[config.mk]
export PLATFORM = sky130hd
export DESIGN_NAME = imu_nine_axis_average_calibrate_flat
export DESIGN_NICKNAME = d
export VERILOG_FILES = /design/src/rtl/imu9_pkg.sv /design/src/rtl/imu9_in_if.sv /design/src/rtl/imu9_out_if.sv /design/src/rtl/imu_nine_axis_average_calibrate.sv /design/src/rtl/imu9_ram.sv /design/src/rtl/imu9_accum.sv /design/src/rtl/imu9_calib.sv /design/src/flat_wrapper.sv
export SDC_FILE = /design/constraint.sdc
export NUM_CORES = 2
export LEC_CHECK = 0
export BUFFER_PORTS_ARGS = -buffer_cell sky130_fd_sc_hd__buf_2
export CORE_MARGIN = 5
export CORE_UTILIZATION = 44
export DETAILED_ROUTE_END_ITERATION = 16
export GPL_TIMING_DRIVEN = 0
export HOLD_SLACK_MARGIN = 0.06
export SLEW_MARGIN = 20
export SYNTH_ARGS = -nofsm -noshare
export SYNTH_HDL_FRONTEND = slang
export SYNTH_SLANG_ARGS = --single-unit
[constraint.sdc]
create_clock -name clk -period 13.2 [get_ports clk]
set_input_delay 2.64 -clock clk [delete_from_list [all_inputs] [get_ports clk]]
set_output_delay 2.64 -clock clk [all_outputs]
set_load 0.01 [all_outputs]
[src/rtl/imu9_pkg.sv]
// Shared constants, beat types and control structs of the nine-axis averager.
package imu9_pkg;

  localparam int CHANNELS      = 9;
  localparam int HISTORY_DEPTH = 10;
  localparam int SMP_W         = 16;
  localparam int CH_W          = $clog2(CHANNELS);
  localparam int SLOT_W        = $clog2(HISTORY_DEPTH);
  localparam int SUM_W         = SMP_W + SLOT_W;
  localparam int HIST_ADDR_W   = CH_W + SLOT_W;
  localparam int HIST_WORDS    = CHANNELS << SLOT_W;
  localparam int CFG_IDX_W     = 2;

  // Division of a running sum by the history depth as a reciprocal multiply.
  localparam int DIV_SHIFT = SUM_W + SLOT_W;
  localparam int RECIP_W   = SUM_W + 2;
  localparam longint unsigned DIV_RECIP =
      ((64'd1 << DIV_SHIFT) + HISTORY_DEPTH - 1) / HISTORY_DEPTH;

  // Soft-iron factors as fixed-point encodings of the decimal fractions.
  localparam int SOFT_SHIFT = 35;
  localparam int SOFT_W     = 35;
  localparam longint unsigned FRAC_SCALE = 1000000;
  localparam longint unsigned MAG_Y_SOFT =
      ((64'd783784 << SOFT_SHIFT) + FRAC_SCALE - 1) / FRAC_SCALE;
  localparam longint unsigned MAG_Z_SOFT =
      ((64'd701280 << SOFT_SHIFT) + FRAC_SCALE - 1) / FRAC_SCALE;

  localparam int PRE_W = SMP_W + 2;
  localparam logic signed [PRE_W-1:0] MAG_X_HARD = PRE_W'(238);
  localparam logic signed [PRE_W-1:0] MAG_Y_HARD = PRE_W'(426);
  localparam logic signed [PRE_W-1:0] MAG_Z_HARD = PRE_W'(188);

  typedef logic [CH_W-1:0] ch_t;

  localparam ch_t CH_GYRO_X  = CH_W'(0);
  localparam ch_t CH_GYRO_Y  = CH_W'(1);
  localparam ch_t CH_GYRO_Z  = CH_W'(2);
  localparam ch_t CH_ACCEL_X = CH_W'(3);
  localparam ch_t CH_ACCEL_Y = CH_W'(4);
  localparam ch_t CH_ACCEL_Z = CH_W'(5);
  localparam ch_t CH_MAG_X   = CH_W'(6);
  localparam ch_t CH_MAG_Y   = CH_W'(7);
  localparam ch_t CH_MAG_Z   = CH_W'(8);

  localparam logic [CFG_IDX_W-1:0] REG_GYRO_X_OFFSET = CFG_IDX_W'(0);
  localparam logic [CFG_IDX_W-1:0] REG_GYRO_Y_OFFSET = CFG_IDX_W'(1);
  localparam logic [CFG_IDX_W-1:0] REG_GYRO_Z_OFFSET = CFG_IDX_W'(2);

  typedef struct packed {
    logic signed [SMP_W-1:0] gyro_x_in;
    logic signed [SMP_W-1:0] gyro_y_in;
    logic signed [SMP_W-1:0] gyro_z_in;
    logic signed [SMP_W-1:0] accel_x_in;
    logic signed [SMP_W-1:0] accel_y_in;
    logic signed [SMP_W-1:0] accel_z_in;
    logic signed [SMP_W-1:0] mag_x_in;
    logic signed [SMP_W-1:0] mag_y_in;
    logic signed [SMP_W-1:0] mag_z_in;
  } in_beat_t;

  typedef struct packed {
    logic signed [SMP_W-1:0] gyro_x_out;
    logic signed [SMP_W-1:0] gyro_y_out;
    logic signed [SMP_W-1:0] gyro_z_out;
    logic signed [SMP_W-1:0] accel_x_out;
    logic signed [SMP_W-1:0] accel_y_out;
    logic signed [SMP_W-1:0] accel_z_out;
    logic signed [SMP_W-1:0] mag_x_out;
    logic signed [SMP_W-1:0] mag_y_out;
    logic signed [SMP_W-1:0] mag_z_out;
  } out_beat_t;

  typedef struct packed {
    logic signed [SMP_W-1:0] gyro_x;
    logic signed [SMP_W-1:0] gyro_y;
    logic signed [SMP_W-1:0] gyro_z;
  } offsets_t;

  typedef struct packed {
    logic                    valid;
    ch_t                     ch;
    logic [SLOT_W-1:0]       slot;
    logic                    filled;
    logic                    first;
    logic signed [SMP_W-1:0] sample;
  } issue_t;

  typedef struct packed {
    logic                    valid;
    ch_t                     ch;
    logic signed [SUM_W-1:0] sum;
  } sum_beat_t;

  typedef struct packed {
    logic                    valid;
    ch_t                     ch;
    logic signed [SMP_W-1:0] value;
  } res_beat_t;

endpackage

[src/rtl/imu9_in_if.sv]
// Sample channel interface carrying one nine-axis sample set per beat.
interface imu9_in_if import imu9_pkg::*; ();
  logic     valid;
  logic     ready;
  in_beat_t data;

  modport source (output valid, output data, input ready);
  modport sink (input valid, input data, output ready);
endinterface

[src/rtl/imu9_out_if.sv]
// Result channel interface carrying one calibrated nine-axis average per beat.
interface imu9_out_if import imu9_pkg::*; ();
  logic      valid;
  logic      ready;
  out_beat_t data;

  modport source (output valid, output data, input ready);
  modport sink (input valid, input data, output ready);
endinterface

[src/rtl/imu_nine_axis_average_calibrate.sv]
// Top level of the nine-axis moving averager with offset and iron calibration.
// Sample beats are taken one set at a time: the nine channels are walked one per
// cycle through the history and sum memories and the calibration pipeline, and the
// next sample beat is taken only once the result beat has been loaded for output.
// Reset is synchronous and clears control state and the gyro offsets; fill flags
// make the history and sums read as zero, so no clearing pass is needed.
module imu_nine_axis_average_calibrate import imu9_pkg::*; (
  input  logic                 clk,
  input  logic                 rst,
  imu9_in_if.sink              samples,
  imu9_out_if.source           results,
  input  logic                 cfg_wen,
  input  logic [CFG_IDX_W-1:0] cfg_index,
  input  logic [SMP_W-1:0]     cfg_wdata
);

  typedef enum logic [1:0] {
    S_IDLE,
    S_RUN,
    S_DONE
  } state_t;

  state_t                  state;
  logic                    issuing;
  ch_t                     issue_ch;
  logic [SLOT_W-1:0]       slot;
  logic                    filled;
  logic                    first;
  offsets_t                offsets;
  logic                    out_valid;
  out_beat_t               out_data;
  logic signed [SMP_W-1:0] smp [CHANNELS];
  logic signed [SMP_W-1:0] res_val [CHANNELS];
  issue_t                  issue;
  sum_beat_t               sum_beat;
  res_beat_t               res_beat;
  logic                    load_out;

  assign samples.ready = (state == S_IDLE);
  assign results.valid = out_valid;
  assign results.data  = out_data;
  assign load_out      = (state == S_DONE) && (!out_valid || results.ready);

  always_comb begin
    issue.valid  = issuing && (state == S_RUN);
    issue.ch     = issue_ch;
    issue.slot   = slot;
    issue.filled = filled;
    issue.first  = first;
    issue.sample = smp[issue_ch];
  end

  imu9_accum u_accum (
    .clk      (clk),
    .rst      (rst),
    .issue    (issue),
    .sum_beat (sum_beat)
  );

  imu9_calib u_calib (
    .clk      (clk),
    .rst      (rst),
    .sum_beat (sum_beat),
    .offsets  (offsets),
    .res_beat (res_beat)
  );

  always_ff @(posedge clk) begin
    if (samples.valid && samples.ready) begin
      smp[CH_GYRO_X]  <= samples.data.gyro_x_in;
      smp[CH_GYRO_Y]  <= samples.data.gyro_y_in;
      smp[CH_GYRO_Z]  <= samples.data.gyro_z_in;
      smp[CH_ACCEL_X] <= samples.data.accel_x_in;
      smp[CH_ACCEL_Y] <= samples.data.accel_y_in;
      smp[CH_ACCEL_Z] <= samples.data.accel_z_in;
      smp[CH_MAG_X]   <= samples.data.mag_x_in;
      smp[CH_MAG_Y]   <= samples.data.mag_y_in;
      smp[CH_MAG_Z]   <= samples.data.mag_z_in;
    end
    if (res_beat.valid) begin
      res_val[res_beat.ch] <= res_beat.value;
    end
    if (load_out) begin
      out_data.gyro_x_out  <= res_val[CH_GYRO_X];
      out_data.gyro_y_out  <= res_val[CH_GYRO_Y];
      out_data.gyro_z_out  <= res_val[CH_GYRO_Z];
      out_data.accel_x_out <= res_val[CH_ACCEL_X];
      out_data.accel_y_out <= res_val[CH_ACCEL_Y];
      out_data.accel_z_out <= res_val[CH_ACCEL_Z];
      out_data.mag_x_out   <= res_val[CH_MAG_X];
      out_data.mag_y_out   <= res_val[CH_MAG_Y];
      out_data.mag_z_out   <= res_val[CH_MAG_Z];
    end

    if (rst) begin
      state     <= S_IDLE;
      issuing   <= 1'b0;
      issue_ch  <= '0;
      slot      <= '0;
      filled    <= 1'b0;
      first     <= 1'b1;
      offsets   <= '0;
      out_valid <= 1'b0;
    end else begin
      if (cfg_wen) begin
        unique case (cfg_index)
          REG_GYRO_X_OFFSET: offsets.gyro_x <= cfg_wdata;
          REG_GYRO_Y_OFFSET: offsets.gyro_y <= cfg_wdata;
          REG_GYRO_Z_OFFSET: offsets.gyro_z <= cfg_wdata;
          default: ;
        endcase
      end

      if (load_out) begin
        out_valid <= 1'b1;
      end else if (results.ready) begin
        out_valid <= 1'b0;
      end

      unique case (state)
        S_IDLE: begin
          if (samples.valid) begin
            state    <= S_RUN;
            issuing  <= 1'b1;
            issue_ch <= CH_GYRO_X;
          end
        end
        S_RUN: begin
          if (issuing) begin
            if (issue_ch == CH_MAG_Z) begin
              issuing <= 1'b0;
            end else begin
              issue_ch <= issue_ch + 1'b1;
            end
          end
          if (res_beat.valid && (res_beat.ch == CH_MAG_Z)) begin
            state <= S_DONE;
          end
        end
        S_DONE: begin
          if (load_out) begin
            state <= S_IDLE;
            first <= 1'b0;
            if (slot == SLOT_W'(HISTORY_DEPTH - 1)) begin
              slot   <= '0;
              filled <= 1'b1;
            end else begin
              slot <= slot + 1'b1;
            end
          end
        end
        default: state <= S_IDLE;
      endcase
    end
  end

endmodule

[src/rtl/imu9_ram.sv]
// Generic single-port-write, single-port-read RAM with a registered read.
module imu9_ram #(
  parameter int WIDTH = 16,
  parameter int DEPTH = 16
) (
  input  logic                     clk,
  input  logic                     we,
  input  logic [$clog2(DEPTH)-1:0] waddr,
  input  logic [WIDTH-1:0]         wdata,
  input  logic [$clog2(DEPTH)-1:0] raddr,
  output logic [WIDTH-1:0]         rdata
);

  logic [WIDTH-1:0] mem [DEPTH];

  always_ff @(posedge clk) begin
    if (we) begin
      mem[waddr] <= wdata;
    end
    rdata <= mem[raddr];
  end

endmodule

[src/rtl/imu9_accum.sv]
// History and running-sum memories with their read-modify-write update.
module imu9_accum import imu9_pkg::*; (
  input  logic      clk,
  input  logic      rst,
  input  issue_t    issue,
  output sum_beat_t sum_beat
);

  logic [SMP_W-1:0]        hist_rd;
  logic [SUM_W-1:0]        sum_rd;
  issue_t                  issue_q;
  logic signed [SUM_W-1:0] old_val;
  logic signed [SUM_W-1:0] base_sum;
  logic signed [SUM_W-1:0] new_val;
  logic signed [SUM_W-1:0] sum_next;

  imu9_ram #(
    .WIDTH (SMP_W),
    .DEPTH (HIST_WORDS)
  ) u_hist_ram (
    .clk   (clk),
    .we    (issue_q.valid),
    .waddr ({issue_q.ch, issue_q.slot}),
    .wdata (issue_q.sample),
    .raddr ({issue.ch, issue.slot}),
    .rdata (hist_rd)
  );

  imu9_ram #(
    .WIDTH (SUM_W),
    .DEPTH (CHANNELS)
  ) u_sum_ram (
    .clk   (clk),
    .we    (issue_q.valid),
    .waddr (issue_q.ch),
    .wdata (sum_next),
    .raddr (issue.ch),
    .rdata (sum_rd)
  );

  // Until the ring has wrapped once, the entry being replaced was never
  // written and counts as zero; before the first set, every sum is zero.
  always_comb begin
    old_val  = issue_q.filled ? {{SLOT_W{hist_rd[SMP_W-1]}}, hist_rd} : '0;
    base_sum = issue_q.first ? '0 : sum_rd;
    new_val  = {{SLOT_W{issue_q.sample[SMP_W-1]}}, issue_q.sample};
    sum_next = base_sum - old_val + new_val;
  end

  always_ff @(posedge clk) begin
    sum_beat.ch  <= issue_q.ch;
    sum_beat.sum <= sum_next;
    if (rst) begin
      issue_q        <= '0;
      sum_beat.valid <= 1'b0;
    end else begin
      issue_q        <= issue;
      sum_beat.valid <= issue_q.valid;
    end
  end

endmodule

[src/rtl/imu9_calib.sv]
// Averaging divide, offset and iron calibration, and saturation pipeline.
module imu9_calib import imu9_pkg::*; (
  input  logic      clk,
  input  logic      rst,
  input  sum_beat_t sum_beat,
  input  offsets_t  offsets,
  output res_beat_t res_beat
);

  localparam int PROD_W  = SUM_W + RECIP_W;
  localparam int AVG_W   = SMP_W + 1;
  localparam int SPROD_W = SMP_W + SOFT_W;
  localparam logic signed [PRE_W-1:0] SAT_HI = PRE_W'(32767);
  localparam logic signed [PRE_W-1:0] SAT_LO = PRE_W'(-32768);

  typedef struct packed {
    logic              valid;
    ch_t               ch;
    logic              neg;
    logic [PROD_W-1:0] prod;
  } div_stage_t;

  typedef struct packed {
    logic                    valid;
    ch_t                     ch;
    logic signed [PRE_W-1:0] pre;
  } pre_stage_t;

  typedef struct packed {
    logic                    valid;
    ch_t                     ch;
    logic signed [PRE_W-1:0] pre;
    logic [SPROD_W-1:0]      prod;
  } soft_stage_t;

  function automatic logic signed [SMP_W-1:0] sat16(input logic signed [PRE_W-1:0] v);
    logic signed [SMP_W-1:0] r;
    if (v > SAT_HI) begin
      r = SAT_HI[SMP_W-1:0];
    end else if (v < SAT_LO) begin
      r = SAT_LO[SMP_W-1:0];
    end else begin
      r = v[SMP_W-1:0];
    end
    return r;
  endfunction

  div_stage_t              s1;
  pre_stage_t              s2;
  soft_stage_t             s3;
  logic [SUM_W-1:0]        sum_mag;
  logic [PROD_W-1:0]       div_prod;
  logic [AVG_W-1:0]        avg_mag;
  logic signed [AVG_W-1:0] avg;
  logic signed [PRE_W-1:0] addend;
  logic signed [PRE_W-1:0] pre_next;
  logic signed [PRE_W-1:0] pre_abs;
  logic [SOFT_W-1:0]       soft_mul;
  logic [SPROD_W-1:0]      soft_prod;
  logic                    s3_soft;
  logic [SMP_W-1:0]        soft_q;
  logic signed [PRE_W-1:0] final_val;

  always_comb begin
    sum_mag  = sum_beat.sum[SUM_W-1] ? SUM_W'(-sum_beat.sum) : SUM_W'(sum_beat.sum);
    div_prod = PROD_W'(sum_mag) * PROD_W'(DIV_RECIP);
  end

  always_comb begin
    avg_mag = s1.prod[DIV_SHIFT +: AVG_W];
    avg     = s1.neg ? AVG_W'(-avg_mag) : AVG_W'(avg_mag);
    unique case (s1.ch)
      CH_GYRO_X: addend = -{{2{offsets.gyro_x[SMP_W-1]}}, offsets.gyro_x};
      CH_GYRO_Y: addend = -{{2{offsets.gyro_y[SMP_W-1]}}, offsets.gyro_y};
      CH_GYRO_Z: addend = -{{2{offsets.gyro_z[SMP_W-1]}}, offsets.gyro_z};
      CH_MAG_X:  addend = MAG_X_HARD;
      CH_MAG_Y:  addend = MAG_Y_HARD;
      CH_MAG_Z:  addend = MAG_Z_HARD;
      default:   addend = '0;
    endcase
    pre_next = {avg[AVG_W-1], avg} + addend;
  end

  always_comb begin
    pre_abs   = s2.pre[PRE_W-1] ? PRE_W'(-s2.pre) : s2.pre;
    soft_mul  = (s2.ch == CH_MAG_Y) ? SOFT_W'(MAG_Y_SOFT) : SOFT_W'(MAG_Z_SOFT);
    soft_prod = SPROD_W'(pre_abs[SMP_W-1:0]) * SPROD_W'(soft_mul);
  end

  always_comb begin
    s3_soft = (s3.ch == CH_MAG_Y) || (s3.ch == CH_MAG_Z);
    soft_q  = s3.prod[SOFT_SHIFT +: SMP_W];
    if (s3_soft) begin
      final_val = s3.pre[PRE_W-1] ? -{2'b00, soft_q} : {2'b00, soft_q};
    end else begin
      final_val = s3.pre;
    end
  end

  always_ff @(posedge clk) begin
    s1.ch          <= sum_beat.ch;
    s1.neg         <= sum_beat.sum[SUM_W-1];
    s1.prod        <= div_prod;
    s2.ch          <= s1.ch;
    s2.pre         <= pre_next;
    s3.ch          <= s2.ch;
    s3.pre         <= s2.pre;
    s3.prod        <= soft_prod;
    res_beat.ch    <= s3.ch;
    res_beat.value <= sat16(final_val);
    if (rst) begin
      s1.valid       <= 1'b0;
      s2.valid       <= 1'b0;
      s3.valid       <= 1'b0;
      res_beat.valid <= 1'b0;
    end else begin
      s1.valid       <= sum_beat.valid;
      s2.valid       <= s1.valid;
      s3.valid       <= s2.valid;
      res_beat.valid <= s3.valid;
    end
  end

endmodule

[src/flat_wrapper.sv]
// flat-port wrapper written by rule: the top's interface ports become plain ports
module imu_nine_axis_average_calibrate_flat import imu9_pkg::*;
  (clk, rst, cfg_wen, cfg_index, cfg_wdata, samples_valid, samples_data, samples_ready, results_valid, results_data, results_ready);
  imu9_in_if samples_i ();
  imu9_out_if results_i ();
  input  logic clk;
  input  logic rst;
  input  logic cfg_wen;
  input  logic [CFG_IDX_W-1:0] cfg_index;
  input  logic [SMP_W-1:0] cfg_wdata;
  input wire logic [$bits(samples_i.valid)-1:0] samples_valid;
  input wire logic [$bits(samples_i.data)-1:0] samples_data;
  output wire logic [$bits(samples_i.ready)-1:0] samples_ready;
  output wire logic [$bits(results_i.valid)-1:0] results_valid;
  output wire logic [$bits(results_i.data)-1:0] results_data;
  input wire logic [$bits(results_i.ready)-1:0] results_ready;
  assign samples_i.valid = samples_valid;
  assign samples_i.data = samples_data;
  assign samples_ready = samples_i.ready;
  assign results_valid = results_i.valid;
  assign results_data = results_i.data;
  assign results_i.ready = results_ready;
  imu_nine_axis_average_calibrate u_core (.clk(clk), .rst(rst), .samples(samples_i), .results(results_i), .cfg_wen(cfg_wen), .cfg_index(cfg_index), .cfg_wdata(cfg_wdata));
endmodule
After elaboration in Yosys (flattened, before gate mapping)
Memories as Yosys holds them, arrays and structs flattened. A register that Yosys moved wholly into a read port is not among the register bits.
Index checks and enable logic that the tools add are counted.
Storage, ports and cells
  register bits: 262
  latch bits: 0
  RAM bits: 2772
  ROM bits: 0
  input bits: 167
  word-level logic and storage cells: 123
  memories kept: 4
Operators by class
  add/sub/neg operators: 12
  $mul: 2
  div/mod/pow operators: 0
  $lt $le $gt $ge: 2
  equal/unequal tests: 20
  shift-type cells: 0
  mux-type cells: 31
  bitwise operators: 0
  reduce and logical (&&, ||, !) cells: 20
Memories
  u_core.u_accum.u_hist_ram.mem: depth 144, bits a word 16, rd ports 1, clocked after Yosys merged registers in 1, write ports 1, RTL line imu9_ram.sv:14  | logic [WIDTH-1:0] mem [DEPTH];
  u_core.u_accum.u_sum_ram.mem: depth 9, bits a word 20, rd ports 1, clocked after Yosys merged registers in 1, write ports 1, RTL line imu9_ram.sv:14
  u_core.res_val: depth 9, bits a word 16, rd ports 9, clocked after Yosys merged registers in 9, write ports 1, RTL line imu_nine_axis_average_calibrate.sv:33  | logic signed [SMP_W-1:0] res_val [CHANNELS];
  u_core.smp: depth 9, bits a word 16, rd ports 1, clocked after Yosys merged registers in 1, write ports 9, RTL line imu_nine_axis_average_calibrate.sv:32  | logic signed [SMP_W-1:0] smp [CHANNELS];
Operators by type and width (count)
  18-bit one-hot mux with 6 select lines: 1
  20-bit 2-to-1 mux: 3
  18-bit negator: 3
  16-bit by 35-bit multiplier with 51-bit output: 1
  20-bit by 20-bit multiplier with 40-bit output, second input constant: 1
  18-bit 2-to-1 mux: 2
  34-bit 2-to-1 mux: 1
  16-bit 2-to-1 mux: 2
  20-bit by 16-bit adder with 20-bit output: 1
  4-bit equality test, second input constant: 5
  20-bit negator: 1
  20-bit subtractor: 1
  18-bit adder: 1
  18-bit by 16-bit greater-than comparator with 1-bit output, second input constant: 1
  18-bit by 16-bit less-than comparator with 1-bit output, second input constant: 1
  16-bit negator with 18-bit output: 1
  17-bit 2-to-1 mux: 1
  17-bit negator: 1
  4-bit by 3-bit equality test with 1-bit output, second input constant: 4
  4-bit 2-to-1 mux: 4
  16-bit negator: 1
  1-bit 2-to-1 mux: 11
  2-bit AND reduction: 5
  4-bit by 1-bit adder with 4-bit output, second input constant: 2
  18 further kinds: 32

Depth between registers and ports, before layout
  word-level depth: 5
  mapped depth: 30
  depth with buffers taken out: 30

Modules after synthesis
Synthesis repeated with hierarchy kept, for this count alone.
Second synthesis, totals
  cells, all modules: 8286
  area total of the unflattened synthesis: 140858.8 sq um
By module, submodules not included
  imu9_ram (u_core.u_accum.u_hist_ram): instances 1, cells each 4098, area each 89418.3 sq um, sequential area each 69506.7 sq um
  imu9_calib: instances 1, cells each 2561, area each 24080.6 sq um, sequential area each 2122.0 sq um
  imu_nine_axis_average_calibrate: instances 1, cells each 893, area each 16718.5 sq um, sequential area each 14293.7 sq um
  imu9_ram (u_core.u_accum.u_sum_ram): instances 1, cells each 400, area each 7548.5 sq um, sequential area each 5805.6 sq um
  imu9_accum: instances 1, cells each 334, area each 3093.0 sq um, sequential area each 1041.0 sq um

Least setup slack after synthesis
OpenSTA, ideal clock, no wires.
  kind: in2reg
  from: in results_ready
  to: reg u_core.slot[3]
  arrival: 10.192 ns
  required time: 13.130 ns
  setup slack: 2.937 ns
  cell stages on the path: 6
  cells stage by stage: nor2b_1 nor2_1 nand2_1 nor3b_1 o21ai_0 a21oi_1
Between the ends
  word-level cells in the longest chain between the ends: 3
Ends and longest elaborated chain
  start: declaration: RTL line flat_wrapper.sv:16  | input wire logic [$bits(results_i.ready)-1:0] results_ready;
  1-bit logical OR: RTL line imu_nine_axis_average_calibrate.sv:42  | assign load_out = (state == S_DONE) && (!out_valid || results.ready);
  1-bit logical AND: RTL line imu_nine_axis_average_calibrate.sv:42
  via u_core.load_out: RTL line imu_nine_axis_average_calibrate.sv:37  | logic load_out;
  2-bit AND reduction (no source line)
  end signal: assignment: RTL line imu_nine_axis_average_calibrate.sv:148  | slot <= slot + 1'b1;
  end: declaration: RTL line imu_nine_axis_average_calibrate.sv:26  | logic [SLOT_W-1:0] slot;
The timed path passes the listed nets, and every way through them passes these cells.
A chain may end at the register's enable or synchronous reset.

Worst setup path in the final report
  from: reg u_core.u_calib.s2[0] in the netlist's numbering
  to: reg u_core.u_calib.s3[47] in the netlist's numbering
Between the ends
  word-level cells in the longest chain between the ends: 3
Ends and longest elaborated chain
  start: declaration: RTL line imu9_calib.sv:49  | pre_stage_t s2;
  16-bit negator: RTL line imu9_calib.sv:85  | pre_abs = s2.pre[PRE_W-1] ? PRE_W'(-s2.pre) : s2.pre;
  16-bit 2-to-1 mux *: RTL line imu9_calib.sv:85
  16-bit by 35-bit multiplier with 51-bit output *: RTL line imu9_calib.sv:87  | soft_prod = SPROD_W'(pre_abs[SMP_W-1:0]) * SPROD_W'(soft_mul);
  via u_core.u_calib.soft_prod[47]: RTL line imu9_calib.sv:59  | logic [SPROD_W-1:0] soft_prod;
  end: declaration: RTL line imu9_calib.sv:50  | soft_stage_t s3;
The timed path passes the listed nets; every way through them passes the cells marked *.

==> impl_metrics.env <==
export IMPL_portBuffers=312
export IMPL_drc=0
export IMPL_synth_cells=7559
export IMPL_synth_compound_gate_area_share_pct=2.05
export IMPL_worst_slew_pin_slew_ns=1.26
export IMPL_synth_distinct_cells=72
export IMPL_insertion_delay_ns=0.90
export IMPL_fin_crit_sh_pct=71.3
export IMPL_max_freq_mhz=106
export IMPL_fill_cells=25400
export IMPL_setup_tns_final_ns=0
export IMPL_grt_pass1_vias=74200
export IMPL_antenna_found_initial=24
export IMPL_critPathLaunchType="flip-flop"
export IMPL_cts_buffers=323
export IMPL_cts_root_buf="clkbuf_16"
export IMPL_drive_gt1_share_pct=24.2
export IMPL_core_area_sq_mm=0.314
export IMPL_dr_total_vias=72600
export IMPL_gp_congestion=0.911
export IMPL_grt_overflow_total=0
export IMPL_arrival_ns=10.18
export IMPL_r2r_cells=25
export IMPL_viasPerCell=5.69
export IMPL_post_cts_resized=0
export IMPL_syn_area_per_cell_sq_um=18.4
export IMPL_synth_top_cells_by_area="edfxtp_1 63%, mux4_2 13%, fa_1 6.2%"
export IMPL_routed_wl_microns=376000
export IMPL_startpoint="u_core.u_calib.s2[0]$_DFF_P_"
export IMPL_cts_tree="done"
export IMPL_reg2reg_slack_ns=3.78
export IMPL_rr_startpoint="u_core.u_calib.s2[0]$_DFF_P_"
export IMPL_synth_edff_count=2916
export IMPL_grt_pass1_wl_microns=536000
export IMPL_yosysTopAreaCellShare_pct=63.1
export IMPL_final_util_pct=50.6
export IMPL_drv_slew=0
export IMPL_grt_max_degree=82
export IMPL_r2r_end="u_core.u_calib.s3[47]$_DFF_P_"
export IMPL_synth_fa_ha_area_share_pct=10.5
export IMPL_yosysWarningCount=0
export IMPL_min_path_type="reg2reg"
export IMPL_worst_path_max_fanout=12
export IMPL_path_clk_slew_ns=0.06
export IMPL_ys_ff_latch=3172
export IMPL_async_flop_share_pct=0
export IMPL_required_ns=13.96
export IMPL_min_period_ns=9.42
export IMPL_rows=206
export IMPL_dieArea_sq_mm=0.327
export IMPL_area_sequential_sq_mm=0.0927
export IMPL_instances_no_fill=12800
export IMPL_initialDrtViolationCount=8065
export IMPL_setup_viol=0
export IMPL_grtUsageTotal_pct=22.8
export IMPL_synth_ff_type="edfxtp_1"
export IMPL_clk_path_buf_depth=4
export IMPL_crit_type="reg2reg"
export IMPL_avgRoutedWirePerCell_microns=29.4
export IMPL_dr_pass1_iters=7
export IMPL_cts_setup_buffers=0
export IMPL_synth_xor_area_share_pct=1.05
export IMPL_slew_headroom_pct=16.2
export IMPL_multiInputGateArea_sq_mm=0.0429
export IMPL_dpl_cell_count=12200
export IMPL_syn_area_sq_mm=0.139
export IMPL_rsz0062_at_grt="no"
export IMPL_hold_viol_final=0
export IMPL_yosys_area_share_simple_pct=2.91
export IMPL_synthMuxAreaShare_pct=13.7
export IMPL_cts_sinks=3172
export IMPL_die_w_microns=572
export IMPL_endpoint_kind="flip-flop"
export IMPL_htree_levels=5
export IMPL_nets=9428
export IMPL_io_pins=313
export IMPL_clock_skew_ns=0.0825
export IMPL_die_h_microns=572
export IMPL_status="finished, final reports clean"
export IMPL_drtAntennaViolNets=0
export IMPL_hpwl_microns=266000
export IMPL_hold_buffers=0
export IMPL_synth_top_family_by_area="multiplexers"
export IMPL_cap_violations=0
export IMPL_crit_end="u_core.u_calib.s3[47]$_DFF_P_"
export IMPL_area_growth_pct=14.7
export IMPL_seq_area_frac_synth_pct=66.8
export IMPL_start_util_pct=44.1
export IMPL_yosys_area_top_type="edfxtp_1"
==> how the worst min path moves through the flow <==
stage	from	to	slack, ns	depth (start not counted)
after floorplan	u_core.u_accum.sum_beat[20]$_DFF_P_	u_core.u_calib.s1[43]$_DFF_P_	0.31	0
after global placement	u_core.u_accum.sum_beat[22]$_DFF_P_	u_core.u_calib.s1[45]$_DFF_P_	0.31	0
after detailed placement	u_core.u_accum.sum_beat[22]$_DFF_P_	u_core.u_calib.s1[45]$_DFF_P_	0.31	0
after CTS	u_core.u_accum.sum_beat[22]$_DFF_P_	u_core.u_calib.s1[45]$_DFF_P_	0.33	0
after global routing	u_core.u_accum.sum_beat[22]$_DFF_P_	u_core.u_calib.s1[45]$_DFF_P_	0.34	0
final	u_core.u_accum.sum_beat[22]$_DFF_P_	u_core.u_calib.s1[45]$_DFF_P_	0.33	0
==> final cells by class <==
class | instances | share of cell area [%]
clock buffers | 402 | 5.43
flip-flops and latches | 3172 | 58.2
repair buffers | 453 | 2.38
well taps | 4160 | 3.27
diodes | 7 | 0.0110
clock inverters | 175 | 1.05
multi-input cells | 3324 | 26.9
plain buffers | 282 | 0.807
inverters | 794 | 1.87
==> critical path, cell delays in order (launching register included) <==
cell and delay [ns]:
dfxtp_1 0.99, inv_1 0.41, ha_1 0.40, mux2i_1 0.66
inv_1 0.49, nand2_1 0.36, inv_1 0.24, ha_1 0.42
fa_1 0.56, inv_1 0.06, fa_1 0.50, inv_1 0.06
fa_1 0.54, inv_1 0.05, fa_1 0.45, fa_1 0.51
inv_1 0.07, ha_1 0.41, nand2_1 0.14, nor3_1 0.31
a21oi_1 0.13, a211oi_1 0.70, a31o_2 0.27, and2_1 0.19
o211ai_1 0.15, a32oi_1 0.22
==> sequential cells by signal, indices dropped and copies added, names as in the netlist, 16 cells and up <==
| signal | flops |
|---|---|
| results_data | 144 |
| u_core.offsets | 48 |
| u_core.res_val | 144 |
| u_core.smp | 144 |
| u_core.u_accum.issue_q | 27 |
| u_core.u_accum.sum_beat | 25 |
| u_core.u_accum.u_hist_ram.mem | 2304 |
| u_core.u_accum.u_hist_ram.rdata | 16 |
| u_core.u_accum.u_sum_ram.mem | 180 |
| u_core.u_accum.u_sum_ram.rdata | 20 |
| u_core.u_calib.avg_mag | 17 |
| u_core.u_calib.res_beat | 21 |
| u_core.u_calib.s2 | 23 |
| u_core.u_calib.s3 | 39 |
==> synth_stat cells (37+ instances only) <==
master	n
buf_2	73
o21ai_0	116
inv_1	792
mux2i_1	61
fa_1	429
dfxtp_1	256
edfxtp_1	2916
ha_1	482
mux4_2	815
clkbuf_1	162
xor2_1	53
nand2b_1	37
nor2_1	328
a21oi_1	158
nor2b_1	43
xnor2_1	114
nand2_1	277
==> cells by family (layout without fill, tap and decap cells) <==
| group | Yosys count | in the layout |
|---|---|---|
| DFF | 3172 | 3172 |
| buffers and inverters | 1076 | 2106 |
| adders and majority gates | 911 | 911 |
| and+or+nand+nor | 889 | 889 |
| muxes | 876 | 876 |
| AOI/OAI and AO/OA | 466 | 466 |
| xor gates and xnor gates | 167 | 167 |
| other | 2 | 22 |
==> metrics by stage <==
stage                     setup slack, ns  hold slack (ns)  area (sq um)
after floorplan                      2.94            0.310        139000
after global placement            -0.0657            0.312        146000
after detailed placement             3.67            0.312        149000
after CTS                            3.62            0.327        159000
after global routing                 3.36            0.337        159000
final                                3.78            0.327        159000
==> layer usage <==
layer / vias to the layer above / track usage (%) / share of wire (%)
met3: 661 / 4.45 / 8.0
met5: - / 0 / 0.024
li1: 30500 / - / -
met4: 14 / 7.39 / 3.7
met1: 38400 / 31.0 / 40
met2: 3090 / 37.5 / 49
==> layout by cell type (no fill, tap or decap), types with 33 or more instances in the layout <==
cell       count
a21oi_1      158
buf_2        403
buf_6         79
clkbuf_1     190
clkbuf_16    333
clkbuf_2      36
clkinv_1      64
clkinv_2      51
dfxtp_1      240
edfxtp_1    2916
fa_1         429
ha_1         482
inv_1        784
mux2i_1       61
mux4_2       815
nand2_1      268
nand2b_1      37
nor2_1       176
nor2_2        77
nor2_4        75
nor2b_1       43
nor3_1        33
o21ai_0      116
xnor2_1      106
xor2_1        50
Power is left out: the tool's default activity adds up to more than one toggle a clock period on the data nets, which glitch-free logic cannot reach.
